<file path="src/sv/ajb_pkg.sv">
// Shared types and constants for the audio jitter buffer.
// No dependencies; imported by every ajb_* module and the top level.
package ajb_pkg;

  localparam int unsigned DEPTH_DEFAULT       = 32768;
  localparam int unsigned MAX_PKT_DEFAULT     = 4096;
  localparam int unsigned HEADER_BYTES        = 8;
  localparam int unsigned PRELOAD_RESET       = 4096;
  localparam int unsigned QUEUE_DEPTH         = 2;   // power of two
  localparam int unsigned SAMPLE_W            = 16;
  localparam int unsigned LEVEL_W             = 16;

  typedef enum logic [2:0] {
    ST_BYTE     = 3'd0,
    ST_PLAYED   = 3'd1,
    ST_SILENCE  = 3'd2,
    ST_COMMIT   = 3'd3,
    ST_REJECT   = 3'd4,
    ST_OVERRUN  = 3'd5
  } status_e;

  // Per-transaction control handed from the front to the back.
  typedef struct packed {
    logic                mem_wr;
    logic                mem_rd;
    status_e             status;
    logic                playing;
    logic [LEVEL_W-1:0]  fill_level;
  } meta_t;

endpackage

</file>
<file path="src/sv/ajb_front.sv">
// Front end: classifies transactions, tracks pointers, counts and play state.
// Emits one memory operation plus result fields per transaction. Uses ajb_pkg.
module ajb_front import ajb_pkg::*; #(
  parameter int unsigned DEPTH            = DEPTH_DEFAULT,
  parameter int unsigned MAX_PACKET_BYTES = MAX_PKT_DEFAULT,
  localparam int unsigned AW              = $clog2(DEPTH)
) (
  input  logic                clk_i,
  input  logic                rst_ni,
  input  logic                cfg_valid_i,
  input  logic [15:0]         preload_threshold_i,
  input  logic                accept_i,
  input  logic                command_i,
  input  logic [7:0]          packet_byte_i,
  input  logic                last_byte_i,
  output meta_t               meta_o,
  output logic [AW-1:0]       addr_o,
  output logic [SAMPLE_W-1:0] wdata_o
);

  localparam int unsigned FCW  = $clog2(DEPTH + 1);
  localparam int unsigned PCW  = $clog2(MAX_PACKET_BYTES / 2 + 1);
  localparam int unsigned BCW  = $clog2(MAX_PACKET_BYTES + 2);
  localparam int unsigned XW   = (FCW > LEVEL_W) ? FCW : LEVEL_W;
  localparam int unsigned TW   = ((FCW > PCW) ? FCW : PCW) + 1;

  logic [15:0]    thr_q;
  logic [AW-1:0]  commit_ptr_q, commit_ptr_d;
  logic [AW-1:0]  pend_ptr_q, pend_ptr_d;
  logic [AW-1:0]  read_ptr_q, read_ptr_d;
  logic [FCW-1:0] fill_q, fill_d;
  logic [PCW-1:0] pend_cnt_q, pend_cnt_d;
  logic [BCW-1:0] byte_cnt_q, byte_cnt_d;
  logic [7:0]     low_q, low_d;
  logic           play_q, play_d;

  logic           play_start;
  logic [TW-1:0]  total;
  logic           len_ok;
  logic [XW-1:0]  fill_x;
  status_e        status;
  logic           mem_wr, mem_rd;

  always_ff @(posedge clk_i or negedge rst_ni) begin
    if (!rst_ni) begin
      thr_q <= 16'(PRELOAD_RESET);
    end else if (cfg_valid_i) begin
      thr_q <= preload_threshold_i;
    end
  end

  function automatic logic [AW-1:0] ptr_next(logic [AW-1:0] p);
    ptr_next = (p == AW'(DEPTH - 1)) ? '0 : p + 1'b1;
  endfunction

  always_comb begin
    commit_ptr_d = commit_ptr_q;
    pend_ptr_d   = pend_ptr_q;
    read_ptr_d   = read_ptr_q;
    fill_d       = fill_q;
    pend_cnt_d   = pend_cnt_q;
    byte_cnt_d   = byte_cnt_q;
    low_d        = low_q;
    play_d       = play_q;
    status       = ST_BYTE;
    mem_wr       = 1'b0;
    mem_rd       = 1'b0;
    addr_o       = read_ptr_q;
    wdata_o      = {packet_byte_i, low_q};
    total        = '0;
    len_ok       = 1'b0;
    play_start   = (XW'(fill_q) >= XW'(thr_q));

    if (command_i) begin
      play_d = play_q | play_start;
      if (play_d && fill_q != '0) begin
        mem_rd     = 1'b1;
        read_ptr_d = ptr_next(read_ptr_q);
        fill_d     = fill_q - 1'b1;
        status     = ST_PLAYED;
      end else begin
        status     = ST_SILENCE;
      end
      if (play_d && fill_d == '0) begin
        play_d = 1'b0;
      end
    end else begin
      // header offset is even, so payload byte parity is the counter's LSB
      if (byte_cnt_q >= BCW'(HEADER_BYTES) && byte_cnt_q < BCW'(MAX_PACKET_BYTES)) begin
        if (!byte_cnt_q[0]) begin
          low_d = packet_byte_i;
        end else begin
          mem_wr     = 1'b1;
          addr_o     = pend_ptr_q;
          pend_ptr_d = ptr_next(pend_ptr_q);
          pend_cnt_d = pend_cnt_q + 1'b1;
        end
      end
      if (byte_cnt_q < BCW'(MAX_PACKET_BYTES + 1)) begin
        byte_cnt_d = byte_cnt_q + 1'b1;
      end

      if (last_byte_i) begin
        len_ok = (byte_cnt_d > BCW'(HEADER_BYTES)) &&
                 (byte_cnt_d <= BCW'(MAX_PACKET_BYTES)) && !byte_cnt_d[0];
        total  = TW'(fill_q) + TW'(pend_cnt_d);
        if (len_ok) begin
          commit_ptr_d = pend_ptr_d;
          if (total > TW'(DEPTH)) begin
            read_ptr_d = pend_ptr_d;
            fill_d     = FCW'(DEPTH);
            status     = ST_OVERRUN;
          end else begin
            fill_d     = FCW'(total);
            status     = ST_COMMIT;
          end
        end else begin
          status = ST_REJECT;
        end
        byte_cnt_d = '0;
        pend_cnt_d = '0;
        low_d      = '0;
        pend_ptr_d = commit_ptr_d;
      end
    end
  end

  assign fill_x            = XW'(fill_d);
  assign meta_o.mem_wr     = mem_wr;
  assign meta_o.mem_rd     = mem_rd;
  assign meta_o.status     = status;
  assign meta_o.playing    = play_d;
  assign meta_o.fill_level = fill_x[LEVEL_W-1:0];

  always_ff @(posedge clk_i or negedge rst_ni) begin
    if (!rst_ni) begin
      commit_ptr_q <= '0;
      pend_ptr_q   <= '0;
      read_ptr_q   <= '0;
      fill_q       <= '0;
      pend_cnt_q   <= '0;
      byte_cnt_q   <= '0;
      low_q        <= '0;
      play_q       <= 1'b0;
    end else if (accept_i) begin
      commit_ptr_q <= commit_ptr_d;
      pend_ptr_q   <= pend_ptr_d;
      read_ptr_q   <= read_ptr_d;
      fill_q       <= fill_d;
      pend_cnt_q   <= pend_cnt_d;
      byte_cnt_q   <= byte_cnt_d;
      low_q        <= low_d;
      play_q       <= play_d;
    end
  end

endmodule

</file>
<file path="config.mk">
export PLATFORM = sky130hd
export DESIGN_NAME = ajb_front
export DESIGN_NICKNAME = d
export VERILOG_FILES = /design/src/sv/ajb_pkg.sv /design/src/sv/ajb_front.sv
export SDC_FILE = /design/constraint.sdc
export NUM_CORES = 1
export LEC_CHECK = 0
export ABC_AREA = 1
export BUFFER_PORTS_ARGS = -buffer_cell sky130_fd_sc_hd__buf_2
export CAP_MARGIN = 20
export CORE_ASPECT_RATIO = 1.5
export CORE_MARGIN = 4
export CORE_UTILIZATION = 61
export CTS_CLUSTER_DIAMETER = 30
export DETAILED_ROUTE_END_ITERATION = 10
export PLACE_DENSITY = 0.88
export REMOVE_ABC_BUFFERS = 1
export SLEW_MARGIN = 25
export SYNTH_ARGS = -nofsm -noshare
export SYNTH_HDL_FRONTEND = slang
export SYNTH_SLANG_ARGS = --single-unit
export TNS_END_PERCENT = 50
</file>
<file path="constraint.sdc">
create_clock -name clk_i -period 5.4 [get_ports clk_i]
set_clock_uncertainty 0.1 [all_clocks]
set_input_delay 0 -clock clk_i [delete_from_list [all_inputs] [get_ports clk_i]]
set_output_delay 0 -clock clk_i [all_outputs]
set_load 0.01 [all_outputs]
</file>
### After elaboration in Yosys (flattened, before gate mapping)

Cells that the tools add are included.

* $lt $le $gt $ge: 7
* shift-type cells: 0
* multiply operators: 0
* divide/modulo/power cells: 0
* mux-type cells: 42
* add/subtract/negate cells: 6
* bitwise logic cells: 2
* reduce and logical (&&, ||, !) cells: 16
* eq/ne operators: 4

Operators by type and width (count)
* $mux W15: 14
* $mux W16: 6
* $mux W12: 4
* $mux W13: 3
* $add A15 B1 Y15 const B: 2
* $eq A15 B15 Y1 const B: 2
* $lt A13 B13 Y1 const B: 2
* $mux W8: 3
* $add A16 B12 Y17: 1
* $gt A17 B16 Y1 const B: 1
* $ge A16 B16 Y1: 1
* $logic_not A16 Y1: 1
* $reduce_bool A16 Y1: 1
* $sub A16 B1 Y16 const B: 1
* $add A13 B1 Y13 const B: 1
* $ge A13 B4 Y1 const B: 1
* $gt A13 B4 Y1 const B: 1
* $le A13 B13 Y1 const B: 1
* $add A12 B1 Y12 const B: 1
* $mux W3: 4
* $reduce_bool A2 Y1: 4
* $mux W1: 7
* $logic_and A1 B1 Y1: 5
* $reduce_and A5 Y1: 1
* 9 further kinds: 9

* memory bits (writable): 0
* word-level logic and storage cells: 86
* ROM bits: 0
* memories: 0
* output and inout bits: 53
* flip-flop bits (word level): 111
* input port bits: 30
* latch bits: 0

### Longest topological paths before layout

* depth in word-level cells: 10
* gate-level depth with buffers: 32
* gate-level depth less buffers: 32

### Least setup slack after synthesis

OpenSTA, ideal clock, no wires.

* kind: flip-flop to flip-flop
* from: register byte_cnt_q[7]
* to: register read_ptr_q[4]
* cell stages (with the launch flop): 31
* library setup time: 0.121 ns
* clock period less this slack: 3.939 ns
* required time: 5.179 ns
* arrival: 3.718 ns
* slack: 1.461 ns
* path buffers: 1
* cells stage by stage: dfrtp_1 > nor2_1 > nand2_1 > nor2_1 > nand2_1 > nand2_1 > nor2_2 > nand4_1 > nor2_1 > nand4_1 > nor3_1 > xor2_1 > inv_1 > ha_1 > nand2_1 > inv_1 > nand2_1 > nand2_1 > a21oi_1 > nand2_1 > nand2_1 > nand2_1 > nand2_1 > nor2_1 > nand3_1 > nand2_1 > a21oi_2 > nand2_4 > buf_6 > nand2_2 > o21ai_2

* word-level cells in the longest chain between the ends: 8
* elaborated cells on any way between the ends: 24
* those cells by class: add/sub: 2; order compare: 6; mux: 9; reduce/logical: 7

Ends and longest elaborated chain
* from (decl): line ajb_front.sv:33 `logic [BCW-1:0] byte_cnt_q, byte_cnt_d;`
* from (signal assigned): line ajb_front.sv:151 `byte_cnt_q <= byte_cnt_d;`
* $ge A13 B4 Y1 (tied with other cells): line ajb_front.sv:89 `if (byte_cnt_q >= BCW'(HEADER_BYTES) && byte_cnt_q < BCW'(MAX_PACKET_BYTES)) begin`
* $logic_and A1 B1 Y1 / $mux W13 (equally long branches): line ajb_front.sv:89, ajb_front.sv:99
* $mux W12 / $mux W13 (equally long branches): line ajb_front.sv:89, ajb_front.sv:74
* $mux W12 (tied with other cells): line ajb_front.sv:74 `if (command_i) begin`
* $add A16 B12 Y17 / $logic_and A1 B1 Y1 (equally long branches): line ajb_front.sv:106, ajb_front.sv:104
* $gt A17 B16 Y1 / $logic_and A1 B1 Y1 (equally long branches): line ajb_front.sv:109, ajb_front.sv:105
* $reduce_bool A2 Y1 (no line)
* $reduce_and A5 Y1 (no line)
* to (signal assigned): line ajb_front.sv:148 `read_ptr_q <= read_ptr_d;`
* to (decl): line ajb_front.sv:30 `logic [AW-1:0] read_ptr_q, read_ptr_d;`

Parallel ways exist; a longest one is shown, timed or not. The select of a mux whose other input is x is not followed.
A chain may end at the register's enable or synchronous reset.

==> impl_metrics.toml <==
[min_path]
worstHoldStart = "cfg_valid_i"
whs_path_depth = 3
holdPathEnd = "thr_q[14]"
hp-class = "in -> reg"

[yosys]
synth_seq_cells = 111
synth-edff-count = 0
synth_common_cells = "394 x nand2_1, 159 x inv_1, 138 x nand3_1"
ys_seq_area_share_pct = 31.6
synth_fa_ha_area_share_pct = 5.35
synthMuxAreaShare_pct = 0.128
synth_most_common_cell = "nand2_1"
yosys.area_share.simple_pct = 35.5
synth-xor-area-share_pct = 4.38
synth_area_leaders = "dfrtp_1 31%, nand2_1 17%, nand3_1 7.9%, inv_1 6.8%, ha_1 5.1%"
synth-async-reset-ratio_pct = 100
synth_compound_gate_area_share_pct = 12.5
synth_flop_cell = "dfrtp_1"
syn_area_per_cell_sq_um = 6.66
synth_top_family_by_area = "simple AND/OR/NAND/NOR gates"
yosysUniqueCellTypes = 49
synthesis.area_sq_um = 8790
synth_cells = 1319
yosys.area.top_type = "dfrtp_1"
ys_warn_count = 0
synth_top_area_share_pct = 31.3

[clock_network]
cts_root_buf = "clkbuf_16"
cts.sinks = 111
cts_buffers = 9
cts.reportedPaths.clkPinSlew_ps = 80
clock_latency_ps = 360
htreeDepth = 3
cts_tree = "done"
cts_buffer_depth = 2

[layout]
drive_gt1_share_pct = 11.7
antennaDiodeCount = 0
fillCellCount = 1204
final_util_pct = 70.5
multiInputGateArea_sq_um = 5120
area_delta_synth_final_pct = 12.7
stdcell_area_sq_um = 9910
nNetsFinal = 1468
regArea_sq_um = 2780

[placement]
gp_congestion = 0.968
hpwl_mm = 18.1
dpl_cell_area_sq_um = 9230
pre_cts_ws_ps = 555
io_buffers = 82

[sta]
rsz0062_at_grt = "no"
finalHoldViolations = 0
fin_setup_tns_ps = 0
max_freq_mhz = 205
whs_ps = 32.5
period_needed_ps = 4880
slew_viol_final = 0
fin_crit_sh_pct = 90.3
setup_viol = 0
setup_ws_ps = 522
slew_headroom_pct = 42.4
worst_pin_slew_ps = 864

[detailed_routing]
dr.pass1.iters = 5
dr_total_vias = 9191
drt-total-wl_mm = 25.3
avgViaCountPerCell = 5.75
drc = 0
drtIter0Drc = 582
wl_per_cell_um = 15.8
ant_nets = 0

[run]
max_cap_viol_count = 0

[setup_path]
r2r_slack_ps = 660
path_common_cell = "nand2_1"
crit_type = "reg -> out"
crit_required_ps = 5300
timing.rr.end = "read_ptr_q[1]"
cp.arrival_ps = 4780
worst-path-buf-inv = 2
critPathSlowestCell = "dfrtp_1"
cp-start-kind = "register"
crit_family = "simple AND/OR/NAND/NOR gates"
cp-end-kind = "output pin"
worstReg2RegStart = "byte_cnt_q[7]"
reg2regPathDepth = 27
cpPeakStageDelay_ps = 440
cp_max_fo = 11
crit_start = "byte_cnt_q[7]"

[power_and_ir_drop]
power.leakage_nw = 5.02
cellPowerDensity_nw_per_um2 = 402
ir_worst_vdd_v = 0.000244

[global_route]
grt_pass1_wl_mm = 41.9
grt-ovfl-total = 0
first_global_vias = 9087
grt_antenna_before_repair = 0
grt_use_total_pct = 31.5
grt_max_degree = 68

[floorplan]
start_util_pct = 62.5
die_w_um = 106
dieArea_sq_um = 16400
core_area_sq_um = 14100
num_rows = 53
pin_count = 83
die_h_um = 155

[outcome]
outcome = "finished, final reports clean"
## metal layers
layer | vias to the layer above | global-route usage (%) | wire [um]
li1 | 4436 | - | -
met1 | 4234 | 34.2 | 9300
met2 | 398 | 56.1 | 12900
met3 | 123 | 4.15 | 1440
met4 | 0 | 22.1 | 1660
met5 | - | 0 | 0
## worst max path at each step
stage	end	slack (ps)	cells after the start
after global routing	meta_o[1]	0.5	28
final	meta_o[2]	520	29
after CTS	meta_o[2]	220	29
after detailed placement	read_ptr_q[1]	550	27
after global placement	read_ptr_q[2]	680	28
after floorplan	read_ptr_q[2]	1130	29
## worst reg2reg max path: stages, from the launching register on
cell and delay [ps]:
dfrtp_1 440, nor2_1 70, nand2_1 130, nor2_1 80, nand2_1 60, nand2_1 170, nor2_4 240, nand4_1 210
nor2_2 170, nand4_1 130, nor2_1 160, xor2_1 230, inv_1 70, ha_2 390, nand2_1 130, nor2_1 200
and2_1 150, nand2_1 70, nand2_1 70, nand2_1 50, nand2_1 90, inv_1 60, nand2_1 290, nand2_2 160
a21oi_2 290, nand2_4 240, nand2_1 140, o21ai_2 60
## stage by stage
stage | cells | total power [W]
final | 1598 | 0.00398
after global routing | 1598 | 0.00430
after CTS | 1597 | 0.00394
after detailed placement | 1546 | 0.00324
after global placement | 1546 | 0.00319
after floorplan | 1263 | 0.00262
## layout make-up
cell class,instances,area share [%]
clock inverters,7,0.694
multi-input cells,982,51.7
well taps,192,2.42
flip-flops and latches,111,28.1
repair buffers,127,8.46
inverters,170,6.44
clock buffers,9,2.27
## state kept, by name, indices dropped and copies added (netlist names)
name and flops:
commit_ptr_q 15, byte_cnt_q 13, play_q 1, pend_cnt_q 12, low_q 8, pend_ptr_q 15
fill_q 16, thr_q 16, read_ptr_q 15
## what timing repair did
item	4_1_cts	5_1_grt
hold buffers	35	0
endpoints found under the setup margin	0	31
hold endpoints to repair	85	0
buffers inserted	0	1
resized for setup	0	8
## cells in the final DEF (no fill, tap or decap), drive strengths merged, types with 3 or more instances in the layout
cell	Yosys	final
or2	4	4
o22ai	25	25
nor4	3	3
a21boi	4	4
nand3	142	142
nor2	105	105
nand3b	4	4
o211ai	18	18
nor3	17	17
inv	168	170
ha	36	36
dlygate4sd3	0	35
a22oi	5	5
xor2	33	33
clkinv	2	5
nand2	405	405
buf	24	92
clkbuf	32	9
dfrtp	110	110
nand4	19	19
and2	17	17
xnor2	11	11
a21oi	31	31
o221ai	4	4
o21ai	88	88
## logic make-up (layout without fill, tap and decap cells)
family | count (synthesis) | in the layout
adder cells (fa/ha/maj) | 37 | 37
AO/OA/AOI/OAI | 182 | 182
XOR/XNOR | 44 | 44
flip-flops | 111 | 111
AND/OR/NAND/NOR | 718 | 718
multiplexers | 1 | 1
buffers and inverters | 226 | 313
## power breakdown
part	internal, W	switching [W]
combinational	0.000719	0.00122
clock	0.000324	0.000348
sequential	0.00107	0.000303
total	0.00211	0.00187
Note: power is estimated with default switching activity, not from simulation.
