==> config.mk <==
export PLATFORM = sky130hd
export DESIGN_NAME = ajb_queue
export DESIGN_NICKNAME = d
export VERILOG_FILES = /design/src/sv/ajb_pkg.sv /design/src/sv/ajb_queue.sv
export SDC_FILE = /design/constraint.sdc
export NUM_CORES = 1
export LEC_CHECK = 0
export BUFFER_PORTS_ARGS = -buffer_cell sky130_fd_sc_hd__buf_2
export CORE_AREA = 3 3 47 49
export DETAILED_ROUTE_END_ITERATION = 6
export DIE_AREA = 0 0 50 52
export PLACE_DENSITY = 0.77
export SYNTH_ARGS = -nofsm -noshare
export SYNTH_HDL_FRONTEND = slang
export SYNTH_SLANG_ARGS = --single-unit
==> constraint.sdc <==
create_clock -name clk_i -period 1.3 [get_ports clk_i]
set_input_delay 0.195 -clock clk_i [delete_from_list [all_inputs] [get_ports clk_i]]
set_output_delay 0.195 -clock clk_i [all_outputs]
set_load 0.01 [all_outputs]
==> src/sv/ajb_pkg.sv <==
// Shared types and constants for the audio jitter buffer.
// No dependencies; imported by every ajb_* module and the top level.
package ajb_pkg;

  localparam int unsigned DEPTH_DEFAULT       = 32768;
  localparam int unsigned MAX_PKT_DEFAULT     = 4096;
  localparam int unsigned HEADER_BYTES        = 8;
  localparam int unsigned PRELOAD_RESET       = 4096;
  localparam int unsigned QUEUE_DEPTH         = 2;   // power of two
  localparam int unsigned SAMPLE_W            = 16;
  localparam int unsigned LEVEL_W             = 16;

  typedef enum logic [2:0] {
    ST_BYTE     = 3'd0,
    ST_PLAYED   = 3'd1,
    ST_SILENCE  = 3'd2,
    ST_COMMIT   = 3'd3,
    ST_REJECT   = 3'd4,
    ST_OVERRUN  = 3'd5
  } status_e;

  // Per-transaction control handed from the front to the back.
  typedef struct packed {
    logic                mem_wr;
    logic                mem_rd;
    status_e             status;
    logic                playing;
    logic [LEVEL_W-1:0]  fill_level;
  } meta_t;

endpackage

==> src/sv/ajb_queue.sv <==
// Small register FIFO between front and back end.
// Uses ajb_pkg for its depth.
module ajb_queue import ajb_pkg::*; #(
  parameter int unsigned W = 8
) (
  input  logic         clk_i,
  input  logic         rst_ni,
  input  logic         push_i,
  input  logic [W-1:0] push_data_i,
  output logic         ready_o,
  input  logic         pop_i,
  output logic         valid_o,
  output logic [W-1:0] pop_data_o
);

  localparam int unsigned QAW = $clog2(QUEUE_DEPTH);
  localparam int unsigned QCW = $clog2(QUEUE_DEPTH + 1);

  logic [W-1:0]   slot_q [QUEUE_DEPTH];
  logic [QAW-1:0] wr_ptr_q, rd_ptr_q;
  logic [QCW-1:0] count_q;

  assign ready_o    = (count_q != QCW'(QUEUE_DEPTH));
  assign valid_o    = (count_q != '0);
  assign pop_data_o = slot_q[rd_ptr_q];

  always_ff @(posedge clk_i) begin
    if (push_i) begin
      slot_q[wr_ptr_q] <= push_data_i;
    end
  end

  always_ff @(posedge clk_i or negedge rst_ni) begin
    if (!rst_ni) begin
      wr_ptr_q <= '0;
      rd_ptr_q <= '0;
      count_q  <= '0;
    end else begin
      if (push_i) begin
        wr_ptr_q <= wr_ptr_q + 1'b1;
      end
      if (pop_i) begin
        rd_ptr_q <= rd_ptr_q + 1'b1;
      end
      if (push_i && !pop_i) begin
        count_q <= count_q + 1'b1;
      end else if (pop_i && !push_i) begin
        count_q <= count_q - 1'b1;
      end
    end
  end

endmodule

**Yosys cells after proc, flatten, opt, wreduce, memory -nomap -nowiden**

Memory sizes are Yosys's and may differ from the RTL's.
Cells that the tools add are included.
Widths: inputs -> output; s select.

- Add/subtract/negate cells: 4
- Eq/ne operators: 1
- Mux-type cells: 4
- Reduce and logical (&&, ||, !) cells: 6

Operators by type and width:

| cell | count |
|---|---|
| $mux 2 | 2 |
| $reduce_bool 2->1 | 2 |
| $add 1x1->1 const B | 2 |
| $add 2x1->2 const B | 1 |
| $logic_and 1x1->1 | 2 |
| $logic_not 1->1 | 2 |
| $mux 1 | 2 |
| $ne 2x2->1 const B | 1 |
| $sub 2x1->2 const B | 1 |

- Register bits: 4
- Bits in writable memories: 16
- Memories kept: 1

Memory list:

| name | depth | bits a word | read ports | clocked after Yosys merged registers in | write ports | line | RTL |
|---|---|---|---|---|---|---|---|
| slot_q | 2 | 8 | 1 | 0 | 1 | ajb_queue.sv:19 | `logic [W-1:0] slot_q [QUEUE_DEPTH];` |

**Logic depth before layout (Yosys ltp)**

Gate-level depths: netlist of the first run.

- Word-level depth: 4
- Depth in mapped cells: 5

**Worst setup path after synthesis of the first run**

No wires, ideal clock.

- Path type: flip-flop to flip-flop
- Start point: register wr_ptr_q
- End point: memory slot_q[0][0] (enable)
- Library setup time: 373 ps
- Data arrival time: 789 ps
- Data required time: 927 ps
- Path slack: 138 ps
- Cell stages (with the launch flop): 2
- Path buffers: 0
- Clock period less this slack: 1162 ps
- Path through: dfrtp_1 -> nor2b_1

RTL lines:

| what | line | RTL |
|---|---|---|
| start: declaration | ajb_queue.sv:20 | `logic [QAW-1:0] wr_ptr_q, rd_ptr_q;` |
| start signal: assignment | ajb_queue.sv:40 | `wr_ptr_q <= wr_ptr_q + 1'b1;` |
| end: declaration | ajb_queue.sv:19 |  |

Straight into the memory's write port.

**Final worst setup path of the first run**

- Start point: register rd_ptr_q
- End point: output pop_data_o[0]

- Word-level cells in the longest chain between the ends: 1

Ends and longest elaborated chain:

| what | line | RTL |
|---|---|---|
| start: declaration | ajb_queue.sv:20 |  |
| start signal: assignment | ajb_queue.sv:43 | `rd_ptr_q <= rd_ptr_q + 1'b1;` |
| $mem_v2 2x8 | - |  |
| end: declaration | ajb_queue.sv:13 | `output logic [W-1:0] pop_data_o` |

Every way passes these cells.

==> results of run 1 <==
-- worst max-delay path, cell delays in order, from the launching register on --
cell     delay (ns)
dfrtp_2        0.43
buf_6          0.14
mux2_4         0.30
buf_6          0.12
-- path summary, 6_finish.rpt --
path	cells past startpoint	slack, ns	start	endpoint
max	3	-0.17	rd_ptr_q$_DFFE_PN0P_	pop_data_o[0]
min	1	0.09	push_data_i[7]	slot_q[0][7]$_DFFE_PP_
max reg2reg	1	0.22	wr_ptr_q$_DFFE_PN0P_	slot_q[1][6]$_DFFE_PP_
min reg2reg	1	0.49	wr_ptr_q$_DFFE_PN0P_	wr_ptr_q$_DFFE_PN0P_
max in group asynchronous	2	0.94	rst_ni	rd_ptr_q$_DFFE_PN0P_
min in group asynchronous	2	0.23	rst_ni	wr_ptr_q$_DFFE_PN0P_
-- power by group --
part	leakage (uW)	switching, uW	internal (uW)	total (uW)
logic	0.000244	356	587	943
clock network	0.0000138	164	108	272
registers	0.000196	77.1	874	951
-- synth_stat cells (all sizes together) --
| library cell | n | share of area |
|---|---|---|
| inv | 1 | 0.0047 |
| nor2b | 1 | 0.0078 |
| ha | 1 | 0.016 |
| dfrtp | 4 | 0.13 |
| xor2 | 4 | 0.044 |
| buf | 1 | 0.014 |
| nor2 | 1 | 0.0047 |
| nand2b | 1 | 0.0078 |
| edfxtp | 16 | 0.60 |
| xnor2 | 1 | 0.011 |
| mux2 | 8 | 0.15 |
| or2 | 1 | 0.0078 |
| and2 | 1 | 0.0078 |
-- cells in the final DEF (no fill, tap or decap), types with 3 or more instances in the layout --
master | synthesis | layout
xor2_1 | 4 | 4
buf_2 | 0 | 13
buf_4 | 0 | 4
buf_6 | 1 | 10
dfrtp_1 | 4 | 3
clkbuf_4 | 0 | 3
edfxtp_1 | 16 | 16
mux2_4 | 8 | 8
-- layer usage --
layer	up-vias	share of wire
met2	19	0.48
li1	208	-
met3	4	0.074
met4	0	0.032
met1	199	0.41
met5	-	0
-- cell families after synthesis --
group	Yosys count	synth area share
xor gates and xnor gates	5	0.05469
adders and majority gates	1	0.01562
buffers and inverters	2	0.01874
DFF	20	0.7250
muxes	8	0.1500
and+or+nand+nor	5	0.03595
-- sequential cells by signal, indices dropped and copies added, names as in the netlist --
register and count:
slot_q 16, count_q 2, rd_ptr_q 1, wr_ptr_q 1
-- stage by stage --
| stage | TNS [ns] | setup WS [ns] | total power (uW) |
|---|---|---|---|
| 5_1_grt | -1.729 | -0.2215 | 2291 |
| 2_1_floorplan | 0 | 0.1383 | 1444 |
| 6_report | -1.335 | -0.1749 | 2165 |
| 3_3_place_gp | -0.05572 | -0.01496 | 1609 |
| 3_5_place_dp | -0.2079 | -0.03111 | 1631 |
| 4_1_cts | -1.376 | -0.1817 | 2148 |
-- cell type report --
class                      instances  area, sq um  share of cell area
multi-input combinational         19        205.2              0.1927
tap                               27        33.78             0.03173
sequential                        20        581.8              0.5464
clock buffer                       3        22.52             0.02115
timing repair buffer              28        217.7              0.2045
inverter                           1        3.754            0.003525
-- repair_timing --
| action | CTS | global route |
|---|---|---|
| endpoints found under the setup margin | 8 | 9 |
| setup buffers | 3 | 2 |
| hold buffers | 1 | 0 |
| gates resized for setup | 12 | 0 |
| pin swaps | 0 | 1 |
| hold endpoints to repair | 4 | 0 |
==> run_results.csv, run 1 <==
group,metric,value,unit
outcome,violations,"negative setup slack",
hold_path,hp-class,"input port to flop",
sta,hold_viol,0,
clock_tree,insertion_delay,0.29,ns
sta,worst_pin_slew,0.3668,ns
sta,drv_slew,0,
clock_tree,cts_tree,"done",
route,routed_wirelength,1.236,mm
run,drv_cap,0,
setup_path,required,1.11,ns
setup_path,end_kind,"output pin",
global_route,antenna_found_initial,0,
setup_path,cp.arrival,1.28,ns
global_route,globalRouteMet2Util,0.1652,
sta,whs,0.08784,ns
route,first_pass_iters,1,
floorplan,core-area,0.001902,sq mm
pwr,power_density,2034,mW/mm^2
global_route,grt_max_degree,11,
sta,slew_headroom,0.7555,
synthesis,syn_nets,54,
cells_and_area,antenna_cells,0,
route,ant_nets,0,
floorplan,die_w,50,um
sta,layout_min_cycle_time,1.475,ns
sta,max_freq,678.0,MHz
synthesis,avgSynthCellArea,19.53,sq um
synthesis,synth_seq_cells,20,
setup_path,path_max_fanout,5,
global_route,busiest_layer,"met2",
outcome,status,"complete, but fails checks",
cells_and_area,fillers,156,
cells_and_area,nNetsFinal,86,
route,route.detailed.drc,0,
setup_path,cp-start-kind,"flop",
cells_and_area,area_growth,32.97,%
global_route,grt_use_met3,0.03438,
synthesis,ys_seq_area_frac,0.7250,
cells_and_area,design_area,0.001065,sq mm
placed_design,place_inst,89,
floorplan,rows,16,
synthesis,synth.distinct_cells,13,
cells_and_area,utilization,0.5599,
floorplan,start_util,0.4211,
sta,finClkSkew,0.005158,ns
setup_path,worstSetupPathType,"flop to output pin",
floorplan,dieArea,0.002600,sq mm
cells_and_area,drive_gt1_frac,0.5493,
route,vias,430,
synthesis,synth_cells,41,
floorplan,io_pins,22,
placed_design,gp_congestion,0.5861,
pwr,peakVddDrop,0.0009377,V
global_route,grt_pass1_vias,430,
synthesis,yosysWarnings,0,
sta,post-route-period-util,1.135,
global_route,grt_util_met1,0.1190,
global_route,overflow,0,
global_route,grt_pass1_wl,1.952,mm
cells_and_area,instances_no_fill,98,
pwr,leakagePower,0.0004536,uW
route,vias_per_cell,4.388,
clock_tree,root_buffer,"clkbuf_4",
clock_tree,cts_max_level,1,
clock_tree,clock_path_buffers,2,
clock_tree,cts.sinks,20,
floorplan,die-height,52,um
global_route,grt_usage,0.1077,
sta,setup-violations-final,8,
clock_tree,clk_pin_slew,0.10,ns
clock_tree,numCtsBuffers,3,
sta,setup_ws,-0.1749,ns
placed_design,io_buffers,21,
route,drtIter0Drc,0,
sta,rsz0062_at_grt,"true",
route,wire_per_inst,12.61,um
synthesis,syn_area,800.8,sq um
placed_design,place_area,935.9,sq um
Note: power is estimated with default switching activity, not from simulation.
==> inputs of run 2 (changes only) <==
Settings changed: MAX_ROUTING_LAYER set to met4, PLACE_DENSITY 0.77 to 0.67, TNS_END_PERCENT set to 20.
==> run 2 against run 1 <==
The flow still finishes with violations (negative setup slack). Final cell count fell by 1.0%. Largest cell class unchanged. Highest routed layer is now met3. Sequential share of layout area rose by 0.064 points. Maximum frequency barely moved. Critical path type unchanged.
==> run_results.csv, run 2 (synthesis results as in run 1) <==
group,metric,value,unit
outcome,status,"complete, but fails checks",
outcome,violations,"negative setup slack",
global_route,grt_usage,0.1033,
clock_tree,clk_pin_slew,0.11,ns
sta,post-route-period-util,1.135,
pwr,leakagePower,0.0004512,uW
setup_path,cp-start-kind,"flop",
placed_design,place_inst,90,
route,route.detailed.drc,0,
sta,setup_ws,-0.1753,ns
cells_and_area,antenna_cells,0,
floorplan,io_pins,22,
placed_design,gp_congestion,0.6705,
run,drv_cap,0,
hold_path,hp-class,"input port to flop",
floorplan,dieArea,0.002600,sq mm
cells_and_area,final_common_cell,"edfxtp_1",
floorplan,die_w,50,um
placed_design,io_buffers,21,
setup_path,path_max_fanout,5,
setup_path,end_kind,"output pin",
sta,slew_headroom,0.7493,
route,vias_per_cell,4.309,
global_route,overflow,0,
sta,setup-violations-final,8,
pwr,power_density,2067,mW/mm^2
floorplan,start_util,0.4211,
cells_and_area,largest_reg_flops,16,
route,routed_wirelength,1.223,mm
global_route,grt_pass1_wl,1.856,mm
global_route,grt_max_degree,12,
clock_tree,cts_tree,"done",
clock_tree,root_buffer,"clkbuf_4",
placed_design,dp_hpwl,868.1,um
setup_path,cp.arrival,1.28,ns
floorplan,rows,16,
floorplan,die-height,52,um
route,vias,418,
cells_and_area,nNetsFinal,84,
cells_and_area,drive_gt1_frac,0.5429,
cells_and_area,top_regs,"slot_q x16, count_q x2",
hold_path,hold_depth,1,
clock_tree,cts.sinks,20,
sta,whs,0.08534,ns
sta,max_freq,677.8,MHz
global_route,antenna_found_initial,0,
global_route,globalRouteMet2Util,0.1674,
sta,hold_viol,0,
clock_tree,cts_max_level,1,
cells_and_area,top_register,"slot_q",
sta,finClkSkew,0.004625,ns
route,wire_per_inst,12.61,um
clock_tree,clock_path_buffers,2,
placed_design,place_area,943.4,sq um
setup_path,r2r_cells,1,
cells_and_area,instances_no_fill,97,
cells_and_area,area_growth,32.81,%
cells_and_area,mostFrequentLayoutCells,"edfxtp_1 (16), buf_2 (13), buf_6 (10)",
route,drtIter0Drc,2,
global_route,grt_pass1_vias,421,
global_route,grt_use_met3,0.02865,
setup_path,required,1.11,ns
sta,rsz0062_at_grt,"true",
global_route,grt_util_met1,0.1162,
sta,worst_pin_slew,0.3761,ns
setup_path,worstSetupPathType,"flop to output pin",
clock_tree,insertion_delay,0.29,ns
floorplan,core-area,0.001902,sq mm
route,ant_nets,0,
sta,drv_slew,0,
sta,layout_min_cycle_time,1.475,ns
clock_tree,numCtsBuffers,3,
route,first_pass_iters,4,
global_route,busiest_layer,"met2",
pwr,peakVddDrop,0.001057,V
cells_and_area,design_area,0.001064,sq mm
==> run 2: area by class of cell <==
class | count | area [sq um]
multi-input cells | 19 | 205.2
flip-flops and latches | 20 | 581.8
clock buffers | 4 | 36.28
well taps | 27 | 33.78
inverters | 1 | 3.754
fillers | 168 | 838.3
repair buffers | 26 | 202.7
==> run 2: path summary, 6_finish.rpt <==
check / from / endpoint / slack, ns
worst min-delay path: push_data_i[2] / slot_q[0][2]$_DFFE_PP_ / 0.09
worst max-delay path: rd_ptr_q$_DFFE_PN0P_ / pop_data_o[1] / -0.18
worst max register to register: wr_ptr_q$_DFFE_PN0P_ / slot_q[1][6]$_DFFE_PP_ / 0.21
min in group asynchronous: rst_ni / count_q[0]$_DFFE_PN0P_ / 0.22
max in group asynchronous: rst_ni / rd_ptr_q$_DFFE_PN0P_ / 0.95
worst min register to register: wr_ptr_q$_DFFE_PN0P_ / wr_ptr_q$_DFFE_PN0P_ / 0.50
==> run 2: power breakdown <==
part / internal (uW) / leakage [uW] / switching (uW) / total (uW)
registers: 874 / 0.000196 / 84.1 / 958
logic: 550 / 0.000234 / 344 / 894
clock network: 170 / 0.0000210 / 176 / 346
total: 1590 / 0.000451 / 604 / 2200
==> run 2: critical path, cell delays in order, from the launching register on <==
cell and delay [ns]:
dfrtp_2 0.43, buf_6 0.14, mux2_4 0.30, buf_6 0.12
==> run 2: metal layers <==
| metal | routed length (um) | share of wire |
|---|---|---|
| met1 | 482 | 0.39 |
| met2 | 667 | 0.55 |
| met3 | 73 | 0.060 |
| met4 | 0 | 0 |
| met5 | 0 | 0 |
==> run 2: timing repair <==
item / 4_1_cts / 5_1_grt
hold endpoints to repair: 4 / 0
gates resized for setup: 12 / 0
hold buffers: 1 / 0
setup endpoints to repair: 8 / 9
pin swaps: 0 / 1
setup buffers: 2 / 0
==> run 2: metrics by stage <==
stage	setup WS, ns	utilization	setup TNS, ns	total power, uW
final	-0.1753	0.5592	-1.354	2198
after global routing	-0.2058	0.5592	-1.619	2309
after CTS	-0.1830	0.5592	-1.397	2218
after detailed placement	-0.001322	0.4961	-0.001322	1657
after global placement	0.009718	0.4961	0	1643
after floorplan	0.1383	-	0	1444
==> inputs of run 3 (changes only) <==
Settings changed: CELL_PAD_IN_SITES_DETAIL_PLACEMENT set to 1, CELL_PAD_IN_SITES_GLOBAL_PLACEMENT set to 1, CORE_AREA 3 3 47 49 to 3 3 49 51, DIE_AREA 0 0 50 52 to 0 0 52 54, PLACE_DENSITY 0.67 to unset, PLACE_DENSITY_LB_ADDON set to 0.1.
==> run 3 against run 2 <==
The flow still finishes with violations (negative setup slack). Final area unchanged. Die area increased by 8.0%. Utilization is 2.3 points lower. Clock skew fell by 0.0042 ns. Combinational power decreased by 0.9%. First-iteration DRC count decreased by 50%. Non-clock buffer count did not move. Register-to-register slack about the same. Wire length shrank 7.4%. Hold slack barely moved. Clock-buffer cell count stayed put. Sequential power barely moved.
==> run_results.csv, run 3 (synthesis results as in run 1) <==
group,metric,value,unit
run,drv_cap,0,
setup_path,end_kind,"output pin",
route,vias,417,
placed_design,dp_hpwl,862.3,um
sta,max_freq,678.0,MHz
sta,worst_pin_slew,0.3806,ns
floorplan,dieArea,0.002808,sq mm
floorplan,die_w,52,um
cells_and_area,instances_no_fill,97,
global_route,grt_pass1_vias,390,
global_route,grt_pass1_wl,1.711,mm
cells_and_area,drive_gt1_frac,0.5429,
setup_path,required,1.11,ns
global_route,antenna_found_initial,0,
sta,finClkSkew,0.0004329,ns
outcome,status,"complete, but fails checks",
clock_tree,cts_max_level,1,
cells_and_area,fillers,187,
route,wire_per_inst,11.67,um
sta,post-route-period-util,1.135,
cells_and_area,area_growth,32.81,%
route,routed_wirelength,1.132,mm
placed_design,io_buffers,21,
route,route.detailed.drc,0,
route,drtIter0Drc,1,
route,vias_per_cell,4.299,
floorplan,core-area,0.001982,sq mm
cells_and_area,top_register,"slot_q",
floorplan,rows,16,
global_route,grt_usage,0.08996,
sta,finalSetupTns,-1.342,ns
sta,layout_min_cycle_time,1.475,ns
setup_path,worstSetupPathType,"flop to output pin",
hold_path,hp-class,"input port to flop",
pwr,power_density,2051,mW/mm^2
setup_path,cp.arrival,1.28,ns
cells_and_area,largest_reg_flops,16,
pwr,leakagePower,0.0004515,uW
sta,setup-violations-final,8,
global_route,grt_max_degree,12,
placed_design,gp_congestion,0.6499,
cells_and_area,multi_input_area,205.2,sq um
clock_tree,root_buffer,"clkbuf_4",
cells_and_area,design_area,0.001064,sq mm
setup_path,cp-start-kind,"flop",
floorplan,die-height,54,um
floorplan,start_util,0.4040,
route,ant_nets,0,
clock_tree,clk_pin_slew,0.10,ns
outcome,violations,"negative setup slack",
clock_tree,clock_path_buffers,2,
setup_path,cp_cell_sequence,"buf_6, mux2_4, buf_6",
placed_design,place_area,943.4,sq um
sta,drv_slew,0,
pwr,peakVddDrop,0.0009203,V
sta,setup_ws,-0.1750,ns
sta,rsz0062_at_grt,"true",
route,first_pass_iters,2,
cells_and_area,final_common_cell,"edfxtp_1",
cells_and_area,top_regs,"slot_q x16, count_q x2",
clock_tree,numCtsBuffers,3,
clock_tree,insertion_delay,0.29,ns
cells_and_area,mostFrequentLayoutCells,"edfxtp_1 (16), buf_2 (13), buf_6 (10)",
cells_and_area,seq_area,581.8,sq um
floorplan,io_pins,22,
setup_path,cp_common_cell,"buf_6",
setup_path,cp_slowest_cell,"dfrtp_2",
sta,slew_headroom,0.7462,
global_route,overflow,0,
setup_path,path_max_fanout,5,
sta,hold_viol,0,
placed_design,place_inst,90,
clock_tree,cts.sinks,20,
cells_and_area,antenna_cells,0,
clock_tree,cts_tree,"done",
setup_path,max_stage_delay,0.43,ns
cells_and_area,nNetsFinal,84,
==> run 3: final cells by class <==
type                            instances  share of cell area
Tap cell                               27             0.03176
Inverter                                1            0.003529
Sequential cell                        20              0.5471
Clock buffer                            4             0.03412
Multi-Input combinational cell         19              0.1929
Timing Repair Buffer                   26              0.1906
==> run 3: repair_timing <==
item | 4_1_cts | 5_1_grt
pin swaps | 1 | 0
cloned | 0 | 0
setup endpoints to repair | 9 | 9
setup buffers | 2 | 0
resized for setup | 12 | 0
hold endpoints to repair | 4 | 0
hold buffers | 1 | 0
==> run 3: path summary, 6_finish.rpt <==
| kind | startpoint | endpoint | slack (ns) | depth (start not counted) |
|---|---|---|---|---|
| setup / recovery | rd_ptr_q$_DFFE_PN0P_ | pop_data_o[2] | -0.17 | 3 |
| hold / removal | push_data_i[3] | slot_q[1][3]$_DFFE_PP_ | 0.09 | 1 |
| setup reg to reg | wr_ptr_q$_DFFE_PN0P_ | slot_q[1][3]$_DFFE_PP_ | 0.21 | 1 |
| hold reg to reg | count_q[1]$_DFFE_PN0P_ | count_q[1]$_DFFE_PN0P_ | 0.50 | 1 |
| max in group asynchronous | rst_ni | rd_ptr_q$_DFFE_PN0P_ | 0.95 | 2 |
| min in group asynchronous | rst_ni | count_q[0]$_DFFE_PN0P_ | 0.22 | 2 |
==> run 3: worst max-delay path, delay by kind of cell (launching register included) <==
kind                   cells  cell delay, ns
muxes                      1            0.30
DFF                        1            0.43
buffers and inverters      2            0.26
==> run 3: through the flow <==
stage	setup slack, ns	util	hold slack (ns)	total power, uW
after floorplan	0.1383	-	-0.1006	1444
final	-0.1750	0.5366	0.08507	2182
after detailed placement	-0.03312	0.4760	0.005766	1651
after global placement	-0.02132	0.4760	0.004999	1638
after global routing	-0.2289	0.5366	0.06225	2315
after CTS	-0.1940	0.5366	0.06596	2224
==> run 3: report_power, final <==
part           internal (uW)  switching, uW
sequential               874           81.1
combinational            542            344
clock                    171            170
==> run 3: layer usage <==
| layer | global-route usage | part of all wire |
|---|---|---|
| met5 | - | 0 |
| met4 | 0.03930 | 0 |
| met2 | 0.1674 | 0.57 |
| met3 | 0.02493 | 0.038 |
| met1 | 0.08657 | 0.39 |
